### config.mk
export PLATFORM = sky130hd
export DESIGN_NAME = fixed_slot_pool_allocator
export DESIGN_NICKNAME = d
export VERILOG_FILES = /design/src/rtl/fspa_pkg.sv /design/src/rtl/fixed_slot_pool_allocator.sv
export SDC_FILE = /design/constraint.sdc
export NUM_CORES = 1
export LEC_CHECK = 0
export BUFFER_PORTS_ARGS = -buffer_cell sky130_fd_sc_hd__buf_2
export CAP_MARGIN = 20
export CORE_MARGIN = 3
export CORE_UTILIZATION = 55
export DETAILED_ROUTE_END_ITERATION = 10
export GPL_TIMING_DRIVEN = 0
export PLACE_DENSITY = 0.77
export SLEW_MARGIN = 5
export SYNTH_ARGS = -nofsm -noshare
export SYNTH_HDL_FRONTEND = slang
export SYNTH_SLANG_ARGS = --single-unit
### constraint.sdc
create_clock -name i_clk -period 10.6 [get_ports i_clk]
set_input_delay 0.53 -clock i_clk [delete_from_list [all_inputs] [get_ports i_clk]]
set_output_delay 0.53 -clock i_clk [all_outputs]
set_load 0.005 [all_outputs]
### src/rtl/fspa_pkg.sv
package fspa_pkg;

    // Pool geometry
    localparam int MAX_SLOTS = 64;
    localparam int IDX_W     = $clog2(MAX_SLOTS);
    localparam int CNT_W     = $clog2(MAX_SLOTS + 1);
    localparam int ADDR_W    = 32;
    localparam int BYTES_W   = 16;
    localparam int PROD_W    = IDX_W + BYTES_W;
    localparam int STEP_W    = $clog2(ADDR_W);
    localparam int CFG_IDX_W = 2;

    // Register reset values
    localparam logic [CNT_W-1:0]   RST_SLOT_COUNT  = CNT_W'(MAX_SLOTS);
    localparam logic [BYTES_W-1:0] RST_SLOT_BYTES  = BYTES_W'(16);
    localparam logic [ADDR_W-1:0]  RST_REGION_BASE = '0;

    // Configuration register indexes
    typedef enum logic [CFG_IDX_W-1:0] {
        CFG_SLOT_COUNT  = 2'd0,
        CFG_SLOT_BYTES  = 2'd1,
        CFG_REGION_BASE = 2'd2
    } t_cfg_idx;

    // Result status codes
    typedef enum logic [1:0] {
        ST_OK       = 2'd0,
        ST_FULL     = 2'd1,
        ST_BAD_ADDR = 2'd2,
        ST_NOT_USED = 2'd3
    } t_status;

    // Clamp the programmed slot count into 1..MAX_SLOTS
    function automatic logic [CNT_W-1:0] eff_count(input logic [CNT_W-1:0] cnt);
        logic [CNT_W-1:0] res;
        if (cnt == '0) begin
            res = CNT_W'(1);
        end else if (cnt > CNT_W'(MAX_SLOTS)) begin
            res = CNT_W'(MAX_SLOTS);
        end else begin
            res = cnt;
        end
        return res;
    endfunction

    // A zero slot size acts as one byte
    function automatic logic [BYTES_W-1:0] eff_bytes(input logic [BYTES_W-1:0] b);
        return (b == '0) ? BYTES_W'(1) : b;
    endfunction

endpackage

### src/rtl/fixed_slot_pool_allocator.sv
// Fixed-size slot pool allocator, lowest free slot first.
//
// Input channel: i_in_valid / o_in_stall carry one word of i_action and
// i_address. Action 0 acquires the lowest free slot, action 1 releases the
// slot whose byte address is given. Output channel: o_out_valid / i_out_stall
// carry one result word per input word: status, slot index, slot address,
// free count, lowest free index and the saturating exhaustion count.
// From accept to result: an acquire goes through S_SCAN, which steps over
// the busy slots above the one handed out, then S_FINISH; a release runs
// the radix-2 divider that turns the offset into a slot index one quotient
// bit per cycle while no configuration write holds it, then S_CHECK and
// S_FINISH; a full pool or a null or below-base release goes straight to
// S_FINISH. One word is in flight at a time, and the next word is taken
// only after a result loads and the block is back in S_IDLE.
// The result sits in an output register, so the block takes the next input
// word while an earlier result still waits to be taken; a stalled result
// holds until the receiver takes it, and a finished result waits behind it.
// Reset (synchronous, active low) restores 64 slots of 16 bytes at base 0
// and frees every slot. A write to a known register frees every slot too
// and clears the lowest free index and the exhaustion count.
module fixed_slot_pool_allocator
    import fspa_pkg::*;
(
    input  logic                 i_clk,
    input  logic                 i_rst_n,
    // configuration write port
    input  logic                 i_cfg_we,
    input  logic [CFG_IDX_W-1:0] i_cfg_idx,
    input  logic [ADDR_W-1:0]    i_cfg_data,
    // input channel
    input  logic                 i_in_valid,
    output logic                 o_in_stall,
    input  logic                 i_action,
    input  logic [ADDR_W-1:0]    i_address,
    // output channel
    output logic                 o_out_valid,
    input  logic                 i_out_stall,
    output logic [1:0]           o_status,
    output logic [IDX_W-1:0]     o_slot_index,
    output logic [ADDR_W-1:0]    o_slot_address,
    output logic [CNT_W-1:0]     o_free_count,
    output logic [CNT_W-1:0]     o_lowest_free,
    output logic [ADDR_W-1:0]    o_exhaust_count
);

    typedef enum logic [2:0] {
        S_IDLE,
        S_SCAN,
        S_DIV,
        S_CHECK,
        S_FINISH
    } t_state;

    t_state              r_state;

    // configuration
    logic [CNT_W-1:0]    r_slot_count;
    logic [BYTES_W-1:0]  r_slot_bytes;
    logic [ADDR_W-1:0]   r_region_base;

    // pool state
    logic [MAX_SLOTS-1:0] r_busy;
    logic [CNT_W-1:0]    r_free;
    logic [CNT_W-1:0]    r_lowest;
    logic [ADDR_W-1:0]   r_exhaust;

    // per-word working registers
    logic [CNT_W-1:0]    r_scan;
    logic [PROD_W-1:0]   r_prod;
    logic [ADDR_W-1:0]   r_quo;
    logic [BYTES_W-1:0]  r_rem;
    logic [STEP_W-1:0]   r_step;
    t_status             r_res_status;
    logic [IDX_W-1:0]    r_res_idx;
    logic [ADDR_W-1:0]   r_res_addr;

    // output register
    logic                r_out_valid;
    t_status             r_out_status;
    logic [IDX_W-1:0]    r_out_idx;
    logic [ADDR_W-1:0]   r_out_addr;
    logic [CNT_W-1:0]    r_out_free;
    logic [CNT_W-1:0]    r_out_lowest;
    logic [ADDR_W-1:0]   r_out_exhaust;

    logic [CNT_W-1:0]    cnt_eff;
    logic [BYTES_W-1:0]  size_eff;
    logic                in_take;
    logic                out_free;
    logic                cfg_hit;
    logic                out_load;
    logic [ADDR_W-1:0]   rel_off;
    logic [IDX_W-1:0]    rel_slot;
    logic [BYTES_W:0]    div_try;
    logic [BYTES_W:0]    div_diff;
    logic                div_ge;
    logic [BYTES_W-1:0]  n_rem;
    logic [ADDR_W-1:0]   n_quo;
    logic [CNT_W-1:0]    n_cfg_count;

    assign cnt_eff  = eff_count(r_slot_count);
    assign size_eff = eff_bytes(r_slot_bytes);
    assign in_take  = i_in_valid && (r_state == S_IDLE);
    assign out_free = !r_out_valid || !i_out_stall;
    assign rel_off  = i_address - r_region_base;
    assign rel_slot = r_quo[IDX_W-1:0];

    // A write to a known register restarts the pool
    assign cfg_hit  = i_cfg_we && (i_cfg_idx == CFG_SLOT_COUNT ||
                                   i_cfg_idx == CFG_SLOT_BYTES ||
                                   i_cfg_idx == CFG_REGION_BASE);
    assign out_load = !cfg_hit && (r_state == S_FINISH) && out_free;

    // Slot count that the pool restarts with after a configuration write
    assign n_cfg_count = (i_cfg_idx == CFG_SLOT_COUNT) ?
                         eff_count(i_cfg_data[CNT_W-1:0]) : cnt_eff;

    // Restoring divider step: bring in the next offset bit, subtract if it fits
    always_comb begin
        div_try  = {r_rem, r_quo[ADDR_W-1]};
        div_diff = div_try - {1'b0, size_eff};
        div_ge   = (div_try >= {1'b0, size_eff});
        n_rem    = div_ge ? div_diff[BYTES_W-1:0] : div_try[BYTES_W-1:0];
        n_quo    = {r_quo[ADDR_W-2:0], div_ge};
    end

    // Sequencer, pool state and output register
    always_ff @(posedge i_clk) begin
        if (!i_rst_n) begin
            r_state       <= S_IDLE;
            r_slot_count  <= RST_SLOT_COUNT;
            r_slot_bytes  <= RST_SLOT_BYTES;
            r_region_base <= RST_REGION_BASE;
            r_busy        <= '0;
            r_free        <= eff_count(RST_SLOT_COUNT);
            r_lowest      <= '0;
            r_exhaust     <= '0;
            r_out_valid   <= 1'b0;
        end else begin
            // load a result word, or drop it once the receiver takes it
            if (out_load) begin
                r_out_valid <= 1'b1;
            end else if (r_out_valid && !i_out_stall) begin
                r_out_valid <= 1'b0;
            end

            if (cfg_hit) begin
                // write a register and restart the pool
                unique case (i_cfg_idx)
                    CFG_SLOT_COUNT:  r_slot_count  <= i_cfg_data[CNT_W-1:0];
                    CFG_SLOT_BYTES:  r_slot_bytes  <= i_cfg_data[BYTES_W-1:0];
                    CFG_REGION_BASE: r_region_base <= i_cfg_data;
                    default:         r_region_base <= r_region_base;
                endcase
                r_busy    <= '0;
                r_free    <= n_cfg_count;
                r_lowest  <= '0;
                r_exhaust <= '0;
            end else begin
                unique case (r_state)
                    S_IDLE: begin
                        if (in_take) begin
                            r_res_addr <= '0;
                            if (!i_action) begin
                                if (r_free == '0 || r_lowest >= cnt_eff) begin
                                    // refuse: pool exhausted
                                    r_res_idx    <= '0;
                                    r_res_status <= ST_FULL;
                                    if (r_exhaust != '1) begin
                                        r_exhaust <= r_exhaust + 1'b1;
                                    end
                                    r_state <= S_FINISH;
                                end else begin
                                    // hand out the lowest free slot
                                    r_busy[r_lowest[IDX_W-1:0]] <= 1'b1;
                                    r_free       <= r_free - 1'b1;
                                    r_res_idx    <= r_lowest[IDX_W-1:0];
                                    r_res_status <= ST_OK;
                                    r_prod       <= r_lowest[IDX_W-1:0] * size_eff;
                                    r_scan       <= r_lowest + 1'b1;
                                    r_state      <= S_SCAN;
                                end
                            end else begin
                                r_res_idx <= '0;
                                if (i_address == '0 || i_address < r_region_base) begin
                                    r_res_status <= ST_BAD_ADDR;
                                    r_state      <= S_FINISH;
                                end else begin
                                    // start dividing the offset by the slot size
                                    r_quo   <= rel_off;
                                    r_rem   <= '0;
                                    r_step  <= '0;
                                    r_state <= S_DIV;
                                end
                            end
                        end
                    end
                    S_SCAN: begin
                        // step over busy slots, one per cycle while no configuration write holds the sequencer
                        if (r_scan < cnt_eff && r_busy[r_scan[IDX_W-1:0]]) begin
                            r_scan <= r_scan + 1'b1;
                        end else begin
                            r_lowest   <= r_scan;
                            r_res_addr <= r_region_base + ADDR_W'(r_prod);
                            r_state    <= S_FINISH;
                        end
                    end
                    S_DIV: begin
                        r_quo  <= n_quo;
                        r_rem  <= n_rem;
                        r_step <= r_step + 1'b1;
                        if (r_step == STEP_W'(ADDR_W - 1)) begin
                            r_state <= S_CHECK;
                        end
                    end
                    S_CHECK: begin
                        if (r_quo >= ADDR_W'(cnt_eff) || r_rem != '0) begin
                            r_res_status <= ST_BAD_ADDR;
                        end else if (!r_busy[rel_slot]) begin
                            r_res_status <= ST_NOT_USED;
                        end else begin
                            // free the slot and pull the lowest free index down
                            r_busy[rel_slot] <= 1'b0;
                            r_free           <= r_free + 1'b1;
                            if (CNT_W'(rel_slot) < r_lowest) begin
                                r_lowest <= CNT_W'(rel_slot);
                            end
                            r_res_idx    <= rel_slot;
                            r_res_status <= ST_OK;
                        end
                        r_state <= S_FINISH;
                    end
                    S_FINISH: begin
                        // load the result word once the output register is free
                        if (out_free) begin
                            r_out_status  <= r_res_status;
                            r_out_idx     <= r_res_idx;
                            r_out_addr    <= r_res_addr;
                            r_out_free    <= r_free;
                            r_out_lowest  <= r_lowest;
                            r_out_exhaust <= r_exhaust;
                            r_state       <= S_IDLE;
                        end
                    end
                    default: r_state <= S_IDLE;
                endcase
            end
        end
    end

    assign o_in_stall      = (r_state != S_IDLE);
    assign o_out_valid     = r_out_valid;
    assign o_status        = r_out_status;
    assign o_slot_index    = r_out_idx;
    assign o_slot_address  = r_out_addr;
    assign o_free_count    = r_out_free;
    assign o_lowest_free   = r_out_lowest;
    assign o_exhaust_count = r_out_exhaust;

endmodule

## Yosys cells after proc, flatten, opt, wreduce, memory -nomap -nowiden

Cells that the tools add are included.

| operators by class | value |
|---|---|
| $mul | 1 |
| add/subtract/negate cells | 9 |
| magnitude comparators | 13 |
| equality and inequality tests | 26 |
| reductions and logical operators | 48 |
| bitwise logic cells | 7 |
| mux-type cells | 76 |

Operator list:

| cell | number |
|---|---|
| 2-to-1 mux 64 bit | 5 |
| 2-to-1 mux 32 bit | 5 |
| 2-to-1 mux 7 bit | 19 |
| one-hot mux 32 bit (2 select lines) | 2 |
| one-hot mux 64 bit (2 select lines) | 1 |
| 2-to-1 mux 16 bit | 5 |
| bitwise AND 64 bit | 1 |
| inverter 64 bit | 1 |
| bitwise OR 64 bit | 1 |
| one-hot mux 7 bit (2 select lines) | 3 |
| adder 32 x 1 -> 32 bit, second input constant | 1 |
| adder 32 x 22 -> 32 bit | 1 |
| >= comparator 32 x 7 -> 1 bit | 1 |
| logical NOT 32 bit | 1 |
| < comparator 32 bit | 1 |
| != test 32 bit, second input constant | 1 |
| one-hot mux 16 bit (2 select lines) | 1 |
| subtractor 32 bit | 1 |
| 2-to-1 mux 6 bit | 5 |
| AND reduction 6 bit | 5 |
| AND reduction 5 bit | 5 |
| != test 2 bit, second input constant | 12 |
| multiplier 6 x 16 -> 22 bit | 1 |
| adder 7 x 1 -> 7 bit, second input constant | 3 |
| other kinds (43) | 98 |

| storage, ports and cells | value |
|---|---|
| register bits | 377 |
| logic and storage cells | 203 |
| input port bits | 72 |
| output and inout bits | 88 |

## Longest topological paths before layout

| logic depth | value |
|---|---|
| depth in word-level cells | 10 |
| gate-level depth with buffers | 20 |
| depth with buffers taken out | 20 |

## Least setup slack after synthesis

No wires, ideal clock.

| timing | value |
|---|---|
| path kind | in2reg |
| start | in i_address[0] |
| end | reg r_quo[0], enable pin |
| arrival time | 7.619 ns |
| required time | 10.005 ns |
| slack | 2.386 ns |
| stages | 12 |
| buffers on the path | 0 |
| library setup time | 0.595 ns |
| cells stage by stage | inv_1 > ha_1 > fa_1 > nor2b_1 > o2111a_1 > o311ai_1 > a211o_1 > a21oi_1 > o31ai_1 > a31oi_1 > a21oi_1 > nor4_1 |

| between the ends | value |
|---|---|
| word-level cells in the longest chain between the ends | 4 |
| elaborated cells between the ends (all ways) | 5 |
| classes of those cells | order compare (1); eq/ne (1); reduce/logical (3) |

Ends and longest elaborated chain:

| item | line | source |
|---|---|---|
| start, declared | fixed_slot_pool_allocator.sv:34 | `input logic [ADDR_W-1:0] i_address,` |
| < comparator 32 bit or logical NOT 32 bit (tied branches) | fixed_slot_pool_allocator.sv:185 | `if (i_address == '0 \|\| i_address < r_region_base) begin` |
| logical OR 1 bit (*) | fixed_slot_pool_allocator.sv:185 |  |
| != test 2 bit (no line) (*) | - |  |
| AND reduction 6 bit (no line) (*) | - |  |
| end signal, assigned | fixed_slot_pool_allocator.sv:190 | `r_quo <= rel_off;` |
| end signal, assigned | fixed_slot_pool_allocator.sv:209 | `r_quo <= n_quo;` |
| end, declared | fixed_slot_pool_allocator.sv:70 | `logic [ADDR_W-1:0] r_quo;` |

Mark *: on every way between the ends. The rest lies on a longest branch, timed or not.
A chain may end at the register's enable or synchronous reset.

## Worst setup path after layout

| timing | value |
|---|---|
| start | reg r_lowest[3] |
| end | reg r_prod[20] (data pin) |

| between the ends | value |
|---|---|
| word-level cells in the longest chain between the ends | 1 |

Ends and longest elaborated chain:

| item | line | source |
|---|---|---|
| start, declared | fixed_slot_pool_allocator.sv:64 | `logic [CNT_W-1:0] r_lowest;` |
| start signal, assigned | fixed_slot_pool_allocator.sv:203 | `r_lowest <= r_scan;` |
| start signal, assigned | fixed_slot_pool_allocator.sv:226 | `r_lowest <= CNT_W'(rel_slot);` |
| multiplier 6 x 16 -> 22 bit | fixed_slot_pool_allocator.sv:179 | `r_prod <= r_lowest[IDX_W-1:0] * size_eff;` |
| end signal, assigned | fixed_slot_pool_allocator.sv:179 |  |
| end, declared | fixed_slot_pool_allocator.sv:69 | `logic [PROD_W-1:0] r_prod;` |

Every way passes these cells.

==> metrics.cfg <==
[status]
status=finished clean

[synthesis]
yosys_warnings=0
synthFlopType=edfxtp_1
synth_top_family_by_area=simple AND/OR/NAND/NOR gates
synth_fa_ha_area_share_pct=12.7
synth_top_area_share_pct=27.4
synthXorXnorAreaFrac_pct=4.72
synthMuxAreaShare_pct=3.38
yosys.area.top_type=edfxtp_1
async_flop_share_pct=0
avgSynthCellArea_um2=9.41
synth.distinct_cells=78
yosysSeqAreaShare_pct=42.2
syn_nets=2691
synth-simple-area-share_pct=16.8
synth-edff-count=208
synth_area_leaders=edfxtp_1 27%, dfxtp_1 15%, ha_1 7.3%
ys_ff_latch=377
synth_compound_area_share_pct=15.4
syn_inst=2424
syn_area_um2=22800

[routing]
drtAntennaViolNets=0
wl_per_cell_um=20.8
drc_errors=0
drt-pass1-iter-count=6
drt-total-wl_um=66500
viasPerCell=6.11
vias=19547
drtIter0Drc=2045

[global_routing]
grt_pass1_vias=18648
grt.overflow.total=0
grt_pass1_wl_um=102000
grtUsageTotal_pct=29.3
grt_max_degree=55
antenna_found_initial=0

[power]
switchingPower_uw=967
total_power_mw=3.62
clockPowerShare_pct=40.6
power_density_nw_per_um2=140
power_frac_seq_pct=45.3
leakage_nw=9.85
ir_worst_vdd_uv=129
sw_frac_of_total_pct=26.7
internal_power_mw=2.65
comb_power_share_pct=14.1

[worst_setup_path]
cp.arrival_ns=6.37
critical_path.endpoint_type=flip-flop
cp_data_required_time_ns=10.95
r2r_end=r_prod[20]$_DFFE_PP_
start_kind=flip-flop
path_class=reg2reg
rr_worst_depth=19
crit_path_max_fanout=10
crit-reg2reg-launch=r_lowest[3]$_SDFFE_PN0P_
rrSetupSlack_ns=4.59

[cts]
cts.sinks=377
cts_made_buffers=40
holdBufCountCts=0
cts_tree=built
clockBufferDepth=3
clk_pin_slew_worst_paths_ns=0.06
clk_latency_ns=0.58
cts-resized-gates=0
htreeDepth=2
clockRootBuffer=clkbuf_16
cts_setup_buffers=0

[finish]
seqCellArea_um2=9630
multiInputGateArea_um2=12100
stdcell_area_um2=25900
stdcell_count=3200
drive_above_1_share_pct=12.0
area_growth_pct=13.4
nNetsFinal=2909
nFillCells=3203

[die]
die_w_um=210
start_util_pct=56.5
coreArea_um2=40400
die_y_um=210
die-area_um2=44000
rows=73
ios=160

[worst_hold_path]
hp-start=i_cfg_data[27]
hp-class=in2reg
hold_depth=3
hold-path-endpoint=r_region_base[27]$_SDFFE_PN0P_

[placement]
routabilityCongestion=1.01
dp_hpwl_um=50600
placed_cells=3121
port_buffers=157
placed_area_um2=24500

[flow_run]
drv_cap=0

[sta]
setup_violations=0
grt_setup_unrepaired=no
tightest_slew_ns=1.12
fin_skew_ns=0.0286
slew_viol_final=0
relSlewSlack_pct=24.9
finalHoldViolCount=0
period_needed_ns=6.01
max_freq_ghz=0.166
fin_crit_sh_pct=56.7

[how the worst max path moves through the flow]
stage / start / end / slack, ns / cells after the start
2_1_floorplan: i_address[0] / r_quo[0]$_DFFE_PP_ / 2.39 / 12
4_1_cts: r_lowest[3]$_SDFFE_PN0P_ / r_prod[21]$_DFFE_PP_ / 4.69 / 18
6_report: r_lowest[3]$_SDFFE_PN0P_ / r_prod[20]$_DFFE_PP_ / 4.59 / 19
3_3_place_gp: i_address[0] / r_quo[25]$_DFFE_PP_ / -0.98 / 13
5_1_grt: r_lowest[3]$_SDFFE_PN0P_ / r_prod[20]$_DFFE_PP_ / 4.35 / 19
3_5_place_dp: r_lowest[3]$_SDFFE_PN0P_ / r_prod[21]$_DFFE_PP_ / 4.75 / 18
[cell usage after synthesis, drive strengths merged, types with 6 or more instances]
cell type / n
a211oi: 29
a21boi: 59
a21o: 46
a21oi: 175
a221oi: 8
a31oi: 13
and2: 16
and3: 24
buf: 32
clkbuf: 77
dfxtp: 169
edfxtp: 208
fa: 61
ha: 134
inv: 166
mux2: 12
mux2i: 32
mux4: 14
nand2: 285
nand2b: 11
nand3: 59
nand3b: 8
nand4: 28
nor2: 257
nor2b: 17
nor3: 57
nor4: 37
o2111ai: 7
o211ai: 9
o21a: 11
o21ai: 124
o21bai: 12
o22ai: 6
o31ai: 8
or2: 8
or3: 11
xnor2: 75
xor2: 48
[metal layers]
| metal | up-vias | global-route usage, % | part of all wire (%) |
|---|---|---|---|
| met5 | - | 0 | 0 |
| met4 | 0 | 11.5 | 3.9 |
| li1 | 9037 | - | - |
| met2 | 1008 | 45.0 | 45 |
| met3 | 155 | 4.98 | 9.3 |
| met1 | 9347 | 41.7 | 42 |
[kinds of logic after synthesis]
family                     count (synthesis)
muxes                                     58
and+or+nand+nor                          840
xor gates and xnor gates                 123
DFF                                      377
buffers and inverters                    278
AOI/OAI and AO/OA                        553
adders and majority gates                195
[worst max-delay path: stages, from the launching register on]
cell	delay (ns)
dfxtp_1	0.34
clkbuf_1	0.32
inv_1	0.19
clkbuf_1	0.63
buf_1	0.49
nor2_1	0.13
fa_1	0.48
fa_1	0.55
inv_1	0.05
fa_1	0.55
inv_1	0.05
ha_1	0.38
o2111ai_1	0.12
o21ai_0	0.24
nor3_1	0.09
or3_1	0.42
a31oi_1	0.23
a21o_1	0.15
a21oi_1	0.08
xnor2_1	0.28
[metrics by stage]
step | TNS, ns | setup slack, ns | util [%] | hold WS, ns
after floorplan | 0 | 2.39 | - | 0.400
after global placement | -51.66 | -0.979 | 60.1 | 0.401
after CTS | 0 | 4.69 | 64.0 | 0.203
after global routing | 0 | 4.35 | 64.1 | 0.211
final | 0 | 4.59 | 64.1 | 0.217
after detailed placement | 0 | 4.75 | 60.6 | 0.405
[placed cells by master (no fill, tap or decap), types with 42 or more instances in the layout]
| master | n |
|---|---|
| nand2_1 | 284 |
| nor2_1 | 256 |
| edfxtp_1 | 208 |
| a21oi_1 | 175 |
| buf_2 | 175 |
| dfxtp_1 | 169 |
| inv_1 | 165 |
| ha_1 | 134 |
| o21ai_0 | 101 |
| clkbuf_1 | 82 |
| xnor2_1 | 75 |
| fa_1 | 61 |
| nand3_1 | 59 |
| a21boi_0 | 58 |
| nor3_1 | 52 |
| xor2_1 | 48 |
| a21o_1 | 46 |
| clkbuf_16 | 42 |
[power groups by stage]
stage | combinational (mW) | clock [mW] | sequential (mW)
after global placement | 0.473 | 0 | 1.67
after global routing | 0.554 | 1.54 | 1.64
final | 0.511 | 1.47 | 1.64
after detailed placement | 0.495 | 0 | 1.67
after floorplan | 0.324 | 0 | 1.66
after CTS | 0.499 | 1.48 | 1.64
[flip-flops by register name (all words and copies together), names as in the netlist, 6 cells and up]
signal	cells
o_exhaust_count	32
o_free_count	7
o_lowest_free	7
o_slot_address	32
o_slot_index	6
r_busy	64
r_exhaust	32
r_free	7
r_lowest	7
r_prod	22
r_quo	32
r_region_base	32
r_rem	16
r_res_addr	32
r_res_idx	6
r_scan	7
r_slot_bytes	16
r_slot_count	7
[layout make-up]
| type | count | area share, % |
|---|---|---|
| Sequential cell | 377 | 37.2 |
| Tap cell | 525 | 2.54 |
| Multi-Input combinational cell | 1769 | 46.9 |
| Clock buffer | 52 | 4.40 |
| Antenna cell | 1 | 0.00967 |
| Inverter | 169 | 2.45 |
| Timing Repair Buffer | 176 | 3.70 |
| Clock inverter | 22 | 0.962 |
| Buffer | 109 | 1.77 |
No activity file was read; power rests on OpenSTA's default activity.
